<file path="config.mk">
export PLATFORM = sky130hd
export DESIGN_NAME = sync_framed_packet_deframer_top
export DESIGN_NICKNAME = d
export VERILOG_FILES = /design/src/sv/sfpd_pkg.sv /design/src/sv/sfpd_parser.sv /design/src/sv/sync_framed_packet_deframer_top.sv
export VERILOG_INCLUDE_DIRS = /design/src /design/src/sv
export SDC_FILE = /design/constraint.sdc
export NUM_CORES = 1
export LEC_CHECK = 0
export BUFFER_PORTS_ARGS = -buffer_cell sky130_fd_sc_hd__buf_2
export CAP_MARGIN = 5
export CORE_ASPECT_RATIO = 1.1
export CORE_UTILIZATION = 30
export CTS_CLUSTER_SIZE = 24
export DETAILED_ROUTE_END_ITERATION = 12
export GPL_ROUTABILITY_DRIVEN = 0
export PLACE_DENSITY = 0.44
export SETUP_SLACK_MARGIN = 0.02
export SLEW_MARGIN = 15
export SYNTH_ARGS = -nofsm -noshare
export SYNTH_HDL_FRONTEND = slang
export SYNTH_SLANG_ARGS = --single-unit
export TNS_END_PERCENT = 10
</file>
<file path="constraint.sdc">
create_clock -name clock -period 5.3 [get_ports clock]
set_input_delay 0 -clock clock [delete_from_list [all_inputs] [get_ports clock]]
set_output_delay 0 -clock clock [all_outputs]
set_load 0.005 [all_outputs]
</file>
<file path="src/sv/sync_framed_packet_deframer_top_macros.svh">
// ----------------------------------------------------------------------------
// Assertion macros for the sync-framed packet deframer
// Concurrent checks that can be compiled out by defining ASSERT_OFF.
// ----------------------------------------------------------------------------
`ifndef SYNC_FRAMED_PACKET_DEFRAMER_TOP_MACROS_SVH
`define SYNC_FRAMED_PACKET_DEFRAMER_TOP_MACROS_SVH

`ifndef ASSERT_OFF
// Check a property on every clock edge outside of reset
`define SFPD_ASSERT(lbl, clk, rst, prop, msg) \
   lbl: assert property (@(posedge clk) disable iff (rst) prop) else $error(msg);
// Check a property on every clock edge, reset included
`define SFPD_ASSERT_ALWAYS(lbl, clk, prop, msg) \
   lbl: assert property (@(posedge clk) prop) else $error(msg);
`else
`define SFPD_ASSERT(lbl, clk, rst, prop, msg)
`define SFPD_ASSERT_ALWAYS(lbl, clk, prop, msg)
`endif

`endif

</file>
<file path="src/sv/sfpd_pkg.sv">
// ----------------------------------------------------------------------------
// Sync-framed packet deframer package
// Parse phases, result codes, register map and the bundles between modules.
// ----------------------------------------------------------------------------
package sfpd_pkg;

   // Parse phase, one-hot
   typedef enum logic [6:0] {
      PH_SYNC1 = 7'b0000001,
      PH_SYNC2 = 7'b0000010,
      PH_DESC  = 7'b0000100,
      PH_LEN   = 7'b0001000,
      PH_DATA  = 7'b0010000,
      PH_CHK1  = 7'b0100000,
      PH_CHK2  = 7'b1000000
   } sfpd_phase_type;

   // Result kinds
   localparam logic [1:0] KIND_PAYLOAD = 2'd0;
   localparam logic [1:0] KIND_GOOD    = 2'd1;
   localparam logic [1:0] KIND_BAD     = 2'd2;

   // Register map
   localparam int unsigned CSR_ADDR_W = 3;
   localparam logic REG_SYNC_FIRST  = 1'b0;
   localparam logic REG_SYNC_SECOND = 1'b1;

   localparam logic [7:0] SYNC_FIRST_RESET  = 8'd117;
   localparam logic [7:0] SYNC_SECOND_RESET = 8'd101;

   // Sync byte settings handed to the parser
   typedef struct packed {
      logic [7:0] sync_first;
      logic [7:0] sync_second;
   } sfpd_cfg_type;

   // One result transaction
   typedef struct packed {
      logic [1:0] kind;
      logic [7:0] descriptor;
      logic [7:0] payload_byte;
      logic [7:0] byte_index;
      logic [7:0] payload_length;
   } sfpd_result_type;

endpackage

</file>
<file path="src/sv/sfpd_parser.sv">
// ----------------------------------------------------------------------------
// Packet parser
// Phase tracking, Fletcher-style sums and result formation for one byte.
// ----------------------------------------------------------------------------
module sfpd_parser (
   input  logic                     clock,
   input  logic                     reset,
   input  logic                     byte_accept,
   input  logic [7:0]               rx_byte,
   input  sfpd_pkg::sfpd_cfg_type   cfg,
   output logic                     res_valid,
   output sfpd_pkg::sfpd_result_type res
);
   import sfpd_pkg::*;

   `include "sync_framed_packet_deframer_top_macros.svh"

   sfpd_phase_type phase_ff, phase_in;
   logic [7:0] desc_ff, desc_in;
   logic [7:0] len_ff, len_in;
   logic [7:0] count_ff, count_in;
   logic [7:0] sum_a_ff, sum_a_in;
   logic [7:0] sum_b_ff, sum_b_in;
   logic [7:0] chk1_ff, chk1_in;

   logic [7:0] acc_a;
   logic [7:0] acc_b;
   logic [7:0] count_next;
   logic       good;

   // Running sums with this byte folded in
   assign acc_a      = sum_a_ff + rx_byte;
   assign acc_b      = sum_b_ff + acc_a;
   assign count_next = count_ff + 8'd1;
   assign good       = (chk1_ff == sum_a_ff) && (rx_byte == sum_b_ff);

   // Advance the phase and form at most one result
   always_comb begin
      phase_in  = phase_ff;
      desc_in   = desc_ff;
      len_in    = len_ff;
      count_in  = count_ff;
      sum_a_in  = sum_a_ff;
      sum_b_in  = sum_b_ff;
      chk1_in   = chk1_ff;
      res_valid = 1'b0;
      res.kind           = KIND_PAYLOAD;
      res.descriptor     = desc_ff;
      res.payload_byte   = 8'd0;
      res.byte_index     = 8'd0;
      res.payload_length = len_ff;
      unique case (phase_ff)
         PH_SYNC2: begin
            if (rx_byte == cfg.sync_second) begin
               sum_a_in = acc_a;
               sum_b_in = acc_b;
               phase_in = PH_DESC;
            end else begin
               phase_in = PH_SYNC1;
            end
         end
         PH_DESC: begin
            desc_in  = rx_byte;
            sum_a_in = acc_a;
            sum_b_in = acc_b;
            phase_in = PH_LEN;
         end
         PH_LEN: begin
            len_in   = rx_byte;
            sum_a_in = acc_a;
            sum_b_in = acc_b;
            count_in = 8'd0;
            phase_in = (rx_byte == 8'd0) ? PH_CHK1 : PH_DATA;
         end
         PH_DATA: begin
            sum_a_in         = acc_a;
            sum_b_in         = acc_b;
            res_valid        = byte_accept;
            res.payload_byte = rx_byte;
            res.byte_index   = count_ff;
            count_in         = count_next;
            if (count_next >= len_ff) begin
               phase_in = PH_CHK1;
            end
         end
         PH_CHK1: begin
            chk1_in  = rx_byte;
            phase_in = PH_CHK2;
         end
         PH_CHK2: begin
            res_valid = byte_accept;
            res.kind  = good ? KIND_GOOD : KIND_BAD;
            count_in  = 8'd0;
            phase_in  = PH_SYNC1;
         end
         default: begin
            // Hunt for the first sync byte; sums restart from it
            phase_in = PH_SYNC1;
            if (rx_byte == cfg.sync_first) begin
               sum_a_in = rx_byte;
               sum_b_in = rx_byte;
               phase_in = PH_SYNC2;
            end
         end
      endcase
   end

   // Update state only on an accepted byte
   always_ff @(posedge clock) begin
      if (reset) begin
         phase_ff <= PH_SYNC1;
         desc_ff  <= 8'd0;
         len_ff   <= 8'd0;
         count_ff <= 8'd0;
         sum_a_ff <= 8'd0;
         sum_b_ff <= 8'd0;
         chk1_ff  <= 8'd0;
      end else if (byte_accept) begin
         phase_ff <= phase_in;
         desc_ff  <= desc_in;
         len_ff   <= len_in;
         count_ff <= count_in;
         sum_a_ff <= sum_a_in;
         sum_b_ff <= sum_b_in;
         chk1_ff  <= chk1_in;
      end
   end

   `SFPD_ASSERT(a_verdict_from_chk2, clock, reset,
      (res_valid && res.kind != KIND_PAYLOAD) |-> (phase_ff == PH_CHK2),
      "verdict formed outside the second checksum phase")
   `SFPD_ASSERT(a_index_below_length, clock, reset,
      (res_valid && res.kind == KIND_PAYLOAD) |-> (res.byte_index < res.payload_length),
      "payload index at or beyond declared length")
   `SFPD_ASSERT(a_hunt_after_verdict, clock, reset,
      (byte_accept && phase_ff == PH_CHK2) |=> (phase_ff == PH_SYNC1 && count_ff == 8'd0),
      "parser did not return to hunting after a verdict")

endmodule

</file>
<file path="src/sv/sync_framed_packet_deframer_top.sv">
// ----------------------------------------------------------------------------
// Sync-framed packet deframer, top level
// Serial byte parser with Fletcher-style checksum and an APB register port.
// ----------------------------------------------------------------------------
// Usage:
//   req_* carries one received byte per transaction (valid/ready).
//   rsp_* carries payload bytes, tagged with descriptor, index and length,
//   and one good/bad verdict per packet after its second checksum byte.
//   Bytes that produce no result (sync, header, first checksum) are
//   absorbed without a response.
//   The parse state updates in a single register-to-register pass, so each
//   byte depends only on the last. Throughput: one byte per cycle while
//   req_ready is high; each result is registered before it shows on rsp_*.
//   An output register plus one skid entry part the two channels: while
//   the receiver stalls the block keeps taking bytes until one more
//   result is held, and req_ready drops only once the skid entry is full.
//   Reset clears the parser to hunting, restores sync bytes 117 and 101
//   and empties the output stages. No clearing pass is needed.
//   Registers: sync_first at address 0, sync_second at address 4.
// ----------------------------------------------------------------------------
module sync_framed_packet_deframer_top (
   input  logic                            clock,
   input  logic                            reset,
   input  logic                            req_valid,
   output logic                            req_ready,
   input  logic [7:0]                      req_rx_byte,
   output logic                            rsp_valid,
   input  logic                            rsp_ready,
   output logic [1:0]                      rsp_kind,
   output logic [7:0]                      rsp_descriptor,
   output logic [7:0]                      rsp_payload_byte,
   output logic [7:0]                      rsp_byte_index,
   output logic [7:0]                      rsp_payload_length,
   input  logic                            psel,
   input  logic                            penable,
   input  logic                            pwrite,
   input  logic [sfpd_pkg::CSR_ADDR_W-1:0] paddr,
   input  logic [31:0]                     pwdata,
   output logic [31:0]                     prdata,
   output logic                            pready
);
   import sfpd_pkg::*;

   `include "sync_framed_packet_deframer_top_macros.svh"

   sfpd_cfg_type    cfg_ff;
   sfpd_result_type res;
   logic            res_valid;
   logic            byte_accept;
   logic            rsp_fire;
   logic            csr_write;

   sfpd_result_type out_ff, out_in;
   logic            out_valid_ff, out_valid_in;
   sfpd_result_type skid_ff, skid_in;
   logic            skid_valid_ff, skid_valid_in;

   // Register port
   assign pready    = 1'b1;
   assign csr_write = psel && penable && pwrite;
   assign prdata    = (paddr[2] == REG_SYNC_SECOND) ? {24'd0, cfg_ff.sync_second}
                                                     : {24'd0, cfg_ff.sync_first};

   always_ff @(posedge clock) begin
      if (reset) begin
         cfg_ff.sync_first  <= SYNC_FIRST_RESET;
         cfg_ff.sync_second <= SYNC_SECOND_RESET;
      end else if (csr_write) begin
         if (paddr[2] == REG_SYNC_SECOND) begin
            cfg_ff.sync_second <= pwdata[7:0];
         end else begin
            cfg_ff.sync_first <= pwdata[7:0];
         end
      end
   end

   // Handshakes
   assign req_ready   = !skid_valid_ff;
   assign byte_accept = req_valid && req_ready;
   assign rsp_fire    = out_valid_ff && rsp_ready;

   sfpd_parser u_parser (
      .clock       (clock),
      .reset       (reset),
      .byte_accept (byte_accept),
      .rx_byte     (req_rx_byte),
      .cfg         (cfg_ff),
      .res_valid   (res_valid),
      .res         (res)
   );

   // Steer new results into the output register or the skid entry
   always_comb begin
      out_in        = out_ff;
      out_valid_in  = out_valid_ff;
      skid_in       = skid_ff;
      skid_valid_in = skid_valid_ff;
      if (skid_valid_ff) begin
         if (rsp_fire) begin
            out_in        = skid_ff;
            out_valid_in  = 1'b1;
            skid_valid_in = 1'b0;
         end
      end else if (!out_valid_ff || rsp_fire) begin
         out_in       = res;
         out_valid_in = res_valid;
      end else if (res_valid) begin
         skid_in       = res;
         skid_valid_in = 1'b1;
      end
   end

   always_ff @(posedge clock) begin
      if (reset) begin
         out_valid_ff  <= 1'b0;
         skid_valid_ff <= 1'b0;
      end else begin
         out_valid_ff  <= out_valid_in;
         skid_valid_ff <= skid_valid_in;
      end
   end

   // Payload registers, no reset
   always_ff @(posedge clock) begin
      out_ff  <= out_in;
      skid_ff <= skid_in;
   end

   assign rsp_valid          = out_valid_ff;
   assign rsp_kind           = out_ff.kind;
   assign rsp_descriptor     = out_ff.descriptor;
   assign rsp_payload_byte   = out_ff.payload_byte;
   assign rsp_byte_index     = out_ff.byte_index;
   assign rsp_payload_length = out_ff.payload_length;

   `SFPD_ASSERT(a_skid_behind_out, clock, reset,
      skid_valid_ff |-> out_valid_ff,
      "skid entry holds a result while the output register is empty")
   `SFPD_ASSERT(a_skid_fill_on_stall, clock, reset,
      $rose(skid_valid_ff) |-> $past(out_valid_ff && !rsp_ready),
      "skid entry filled without a receiver stall")
   `SFPD_ASSERT(a_verdict_fields_zero, clock, reset,
      (out_valid_ff && out_ff.kind != KIND_PAYLOAD) |->
         (out_ff.payload_byte == 8'd0 && out_ff.byte_index == 8'd0),
      "verdict carries nonzero payload byte or index")

endmodule
</file>
### After elaboration in Yosys (flattened, before gate mapping)

Index checks and enable logic that the tools add are counted.
Widths: inputs -> output; s select.

| storage, ports and cells | value |
|---|---|
| bits in registers | 141 |
| bits of input ports | 50 |
| output and inout bits | 69 |
| logic and storage cells | 94 |

| operators by class | value |
|---|---|
| add/subtract/negate cells | 3 |
| $lt $le $gt $ge | 1 |
| eq/ne operators | 13 |
| muxes and demuxes | 26 |
| bitwise operators | 4 |
| reductions and logical operators | 26 |

Operator list:

| operator | count |
|---|---|
| $mux 34 | 3 |
| $pmux 8 s3 | 2 |
| $pmux 7 s6 | 1 |
| $eq 8x8->1 | 4 |
| $mux 8 | 4 |
| $add 8x8->8 | 2 |
| $mux 16 | 1 |
| $pmux 8 s2 | 1 |
| $reduce_and 2->1 | 8 |
| $add 8x1->8 const B | 1 |
| $ge 8x8->1 | 1 |
| $logic_not 8->1 | 1 |
| $mux 1 | 8 |
| $eq 7x2->1 const B | 1 |
| $eq 7x3->1 const B | 1 |
| $eq 7x4->1 const B | 1 |
| $eq 7x5->1 const B | 1 |
| $eq 7x6->1 const B | 1 |
| $eq 7x7->1 const B | 1 |
| $mux 7 | 1 |
| $mux 2 | 3 |
| $mux 6 | 1 |
| $reduce_or 2->1 | 3 |
| $logic_and 1x1->1 | 5 |
| 11 further kinds | 17 |

### Logic depth before layout (Yosys ltp)

| depth | value |
|---|---|
| word-level depth | 6 |
| depth in mapped cells | 12 |
| depth with buffers taken out | 12 |

### Hierarchy

A second synthesis with hierarchy kept.

| unflattened totals | value |
|---|---|
| cells, all modules | 663 |
| area, all modules | 7,225.7 um^2 |

Modules (own cells, without submodules):

| module | times used | cells an instance | area an instance (um^2) | sequential area each (um^2) |
|---|---|---|---|---|
| sfpd_parser | 1 | 444 | 3,776.1 | 1,101.1 |
| sync_framed_packet_deframer_top | 1 | 219 | 3,449.6 | 2,402.3 |

### Least setup slack after synthesis

OpenSTA, ideal clock, no wires.

| path | value |
|---|---|
| path kind | flip-flop to flip-flop |
| from | reg skid_valid_ff |
| to | reg out_ff, in the netlist rsp_byte_index[0] (enable) |
| setup time | 472 ps |
| arrival time | 3,158 ps |
| data required time | 4,828 ps |
| path slack | 1,670 ps |
| cell stages (with the launch flop) | 4 |
| path buffers | 2 |
| clock period less this slack | 3,630 ps |
| cell sequence | dfxtp_1 clkbuf_1 clkbuf_1 o21ai_0 |

| between the ends | value |
|---|---|
| word-level cells in the longest chain between the ends | 2 |
| elaborated cells between the ends (all ways) | 3 |
| those cells by class | 1 x eq/ne; 2 x reduce/logical |

Ends and longest elaborated chain:

| what | line | source |
|---|---|---|
| start, declared | sync_framed_packet_deframer_top.sv:56 | `logic skid_valid_ff, skid_valid_in;` |
| start signal, assigned | sync_framed_packet_deframer_top.sv:119 | `skid_valid_ff <= skid_valid_in;` |
| $ne 2x2->1 (no source line) / $reduce_bool 2->1 (equally long branches) | n/a |  |
| $reduce_and 2->1 (no source line) * | n/a |  |
| end signal, assigned | sync_framed_packet_deframer_top.sv:125 | `out_ff <= out_in;` |
| end, declared | sync_framed_packet_deframer_top.sv:53 | `sfpd_result_type out_ff, out_in;` |

Every way passes the cells marked *; elsewhere a longest branch is shown, timed or not.
A chain may end at the register's enable or synchronous reset.

### Worst setup path after layout

| path | value |
|---|---|
| from | reg u_parser.sum_a_ff[0] |
| to | reg u_parser.sum_b_ff[5] |

| between the ends | value |
|---|---|
| word-level cells in the longest chain between the ends | 4 |

Ends and longest elaborated chain:

| what | line | source |
|---|---|---|
| start, declared | sfpd_parser.sv:22 | `logic [7:0] sum_a_ff, sum_a_in;` |
| start signal, assigned | sfpd_parser.sv:123 | `sum_a_ff <= sum_a_in;` |
| $add 8x8->8 * | sfpd_parser.sv:32 | `assign acc_a = sum_a_ff + rx_byte;` |
| $add 8x8->8 * | sfpd_parser.sv:33 | `assign acc_b = sum_b_ff + acc_a;` |
| $mux 8 | sfpd_parser.sv:54 | `if (rx_byte == cfg.sync_second) begin` |
| $pmux 8 s3 * | sfpd_parser.sv:52 | `unique case (phase_ff)` |
| end signal, assigned | sfpd_parser.sv:124 | `sum_b_ff <= sum_b_in;` |
| end, declared | sfpd_parser.sv:23 | `logic [7:0] sum_b_ff, sum_b_in;` |

Every way passes the cells marked *; elsewhere a longest branch is shown, timed or not. The select of a mux whose other input is x is not followed.

==> results.json <==
{
  "coreArea_um2": 23000,
  "grt_util_all_layers_pct": 14.38,
  "dp_hpwl_um": 11350,
  "cts_buffers": 17,
  "cts_root_buffer": "clkbuf_16",
  "power.density_nw_per_um2": 293.3,
  "synth-edff-count": 68,
  "setup_viol": 0,
  "min_period_ns": 3.238,
  "ys_warn_count": 0,
  "synth_area_leaders": "edfxtp_1, dfxtp_1, mux2_2",
  "num_antenna_cells": 0,
  "cts_setup_buffers": 0,
  "hold_viol": 0,
  "clk_transition_reported_paths_ns": 0.06,
  "fp.dieH_um": 163.2,
  "timing.setup.tns_ns": 0,
  "fin_worst_skew_ns": 0.01294,
  "total_power_w": 0.002425,
  "yosys.area.top_type_share_pct": 28.81,
  "wirelength_um": 16760,
  "vias": 4947,
  "path_cells": "ha_1 > fa_1 > a21o_1 > a21oi_1 > xnor2_1 > ha_1 > and4_1 > a2111oi_0 > xnor2_1 > nand2_1 > a31oi_1",
  "antenna_found_initial": 0,
  "die_area_um2": 24250,
  "avgSynthCellArea_um2": 10.58,
  "yosys.area.top_type": "edfxtp_1",
  "clk_path_buf_depth": 2,
  "final_core_util_pct": 35.94,
  "crit_arrival_ns": 3.59,
  "async_reset_ff_share_pct": 0,
  "cp_slowest_cell": "a2111oi_0",
  "period_share_pct": 61.09,
  "dr.pass1.iters": 4,
  "synth_seq_cells": 141,
  "status": "completed",
  "ant_nets": 0,
  "slowest_delay_ns": 0.65,
  "dp_slack_ns": 1.996,
  "fmax_mhz": 308.8,
  "required_ns": 5.65,
  "cts_tree": "done",
  "worst_setup_path_end_kind": "flip-flop",
  "netlist_instances": 670,
  "maxSlewViolCount": 0,
  "clock_latency_ns": 0.42,
  "startpoint_type": "flip-flop",
  "rsz0062_at_grt": "false",
  "avgRoutedWirePerCell_um": 16.07,
  "relSlewSlack_pct": 28.87,
  "max-vdd-ir-drop_uv": 268.8,
  "start_util_pct": 30.81,
  "drv_cap": 0,
  "r2r_setup_slack_ns": 2.06,
  "critical_path_class": "reg2reg",
  "synth_area_um2": 7088,
  "min_path_type": "in2reg",
  "synthFlopType": "dfxtp_1",
  "port_buffers": 67,
  "grt_pass1_vias": 4870,
  "ioPinCount": 119,
  "critPathMaxFanout": 6,
  "grt_pass1_wl_um": 26430,
  "timing.final.ws_setup_ns": 2.062,
  "power.leakage_nw": 3.344,
  "cts.sinks": 141,
  "grt_max_degree": 60,
  "grt-ovfl-total": 0,
  "ys_seq_area_share_pct": 49.43,
  "viasPerCell": 4.743,
  "dieWidth_um": 148.6,
  "route.detailed.drc": 0,
  "worstMarginPinSlew_ns": 1.063,
  "drtIter0Drc": 258,
  "num_rows": 58,
  "area_delta_synth_final_pct": 16.65,
  "dp.cells": 1001,
  "drive_gt1_share_pct": 19.92,
  "cts_max_level": 4,
  "synth.distinct_cells": 56,
  "fin_cells": 1043,
  "fin_nets": 806
}
==> worst max-delay path: cells and delay by family (launching register included) <==
kind            cells  cell delay (ns)
compound gates      4             1.18
flops               1             0.34
xor+xnor            2             0.37
simple gates        2             0.25
fa+ha+maj           3             1.06
==> where the power goes <==
part,leakage (nW),total [W],switching [W],internal (W)
combinational,1.82,0.000108,0.0000700,0.0000383
sequential,1.25,0.00114,0.00000522,0.00114
clock,0.277,0.00118,0.000494,0.000682
total,3.34,0.00242,0.000569,0.00186
==> per-stage QoR <==
step / hold slack [ns] / area, µm²
after global placement: 0.2243 / 7585
after CTS: 0.04027 / 8257
final: 0.04414 / 8268
after global routing: 0.05635 / 8268
after detailed placement: 0.2364 / 7585
after floorplan: 0.1170 / 7174
==> flip-flops by register name, indices dropped and copies added, names as in the netlist <==
register	count
skid_valid_ff	1
rsp_payload_length	8
u_parser.chk1_ff	8
rsp_payload_byte	8
u_parser.sum_a_ff	8
rsp_valid	1
u_parser.len_ff	8
u_parser.desc_ff	8
u_parser.count_ff	8
u_parser.sum_b_ff	8
cfg_ff	16
skid_ff	34
rsp_descriptor	8
rsp_kind	2
rsp_byte_index	8
u_parser.phase_ff	7
==> synth_stat cells (all sizes together) (2+ instances only) <==
| library cell | instances |
|---|---|
| a21oi | 24 |
| and3 | 4 |
| a31oi | 6 |
| buf | 32 |
| ha | 24 |
| o211ai | 4 |
| clkbuf | 32 |
| nor2 | 60 |
| o21ai | 23 |
| a211oi | 7 |
| edfxtp | 68 |
| a22oi | 3 |
| nand3 | 19 |
| or4 | 2 |
| mux2 | 34 |
| nand2b | 5 |
| o21bai | 4 |
| fa | 2 |
| nand2 | 58 |
| nor2b | 2 |
| and4 | 3 |
| conb | 2 |
| xnor2 | 14 |
| nand3b | 3 |
| a211o | 2 |
| dfxtp | 73 |
| or3 | 3 |
| mux2i | 33 |
| nor4 | 13 |
| o31ai | 3 |
| and2 | 18 |
| xor2 | 39 |
| nor3 | 7 |
| nand4 | 4 |
| inv | 12 |
| a311oi | 8 |
| a21o | 8 |
==> area by class of cell <==
class	count	area [µm²]
timing repair buffer	82	474.2
fill	2314	14740
inverter	12	45.04
clock inverter	13	128.9
tap	300	375.4
multi-input combinational	476	3288
sequential	141	3503
clock buffer	19	452.9
==> routing by layer <==
layer | vias to the layer above | GRT usage (%) | routed length (µm) | share of wire, %
met5 | - | 0 | 0 | 0
met4 | 0 | 4.686 | 212 | 1.3
met3 | 14 | 3.017 | 616 | 3.7
met2 | 98 | 23.73 | 8072 | 48
met1 | 2363 | 18.65 | 7857 | 47
li1 | 2472 | - | - | -
==> kinds of logic (layout without fill, tap and decap cells) <==
group / Yosys count / after routing / synth area share [%]
flip-flops: 141 / 141 / 49.43
buffers and inverters: 76 / 126 / 5.684
XOR/XNOR: 53 / 53 / 6.549
AND/OR/NAND/NOR: 203 / 203 / 13.72
other: 2 / 25 / 0.1060
multiplexers: 67 / 67 / 10.06
AO/OA/AOI/OAI: 102 / 102 / 9.656
adder cells (fa/ha/maj): 26 / 26 / 4.801
==> final timing paths <==
kind	from	end	cells past startpoint
hold reg to reg	u_parser.desc_ff[1]	skid_ff[25]	0
hold / removal	req_rx_byte[6]	u_parser.sum_a_ff[6]	3
setup reg to reg	u_parser.sum_a_ff[0]	u_parser.sum_b_ff[5]	11
setup / recovery	u_parser.sum_a_ff[0]	u_parser.sum_b_ff[5]	11
==> what timing repair did <==
item / CTS / global route
gates resized for setup: 0 / 0
hold buffers: 9 / 0
hold endpoints to repair: 18 / 0
==> placed cells by master (no fill, tap or decap), drive strengths merged, types with 14 or more instances in the layout <==
cell    count
ha         24
dfxtp      73
nor2       60
edfxtp     68
xor2       39
nand2      58
a21oi      24
xnor2      14
and2       18
o21ai      23
nand3      19
conb       25
buf        73
mux2       34
inv        19
mux2i      33
clkbuf     19
No activity file was read; power rests on OpenSTA's default activity.
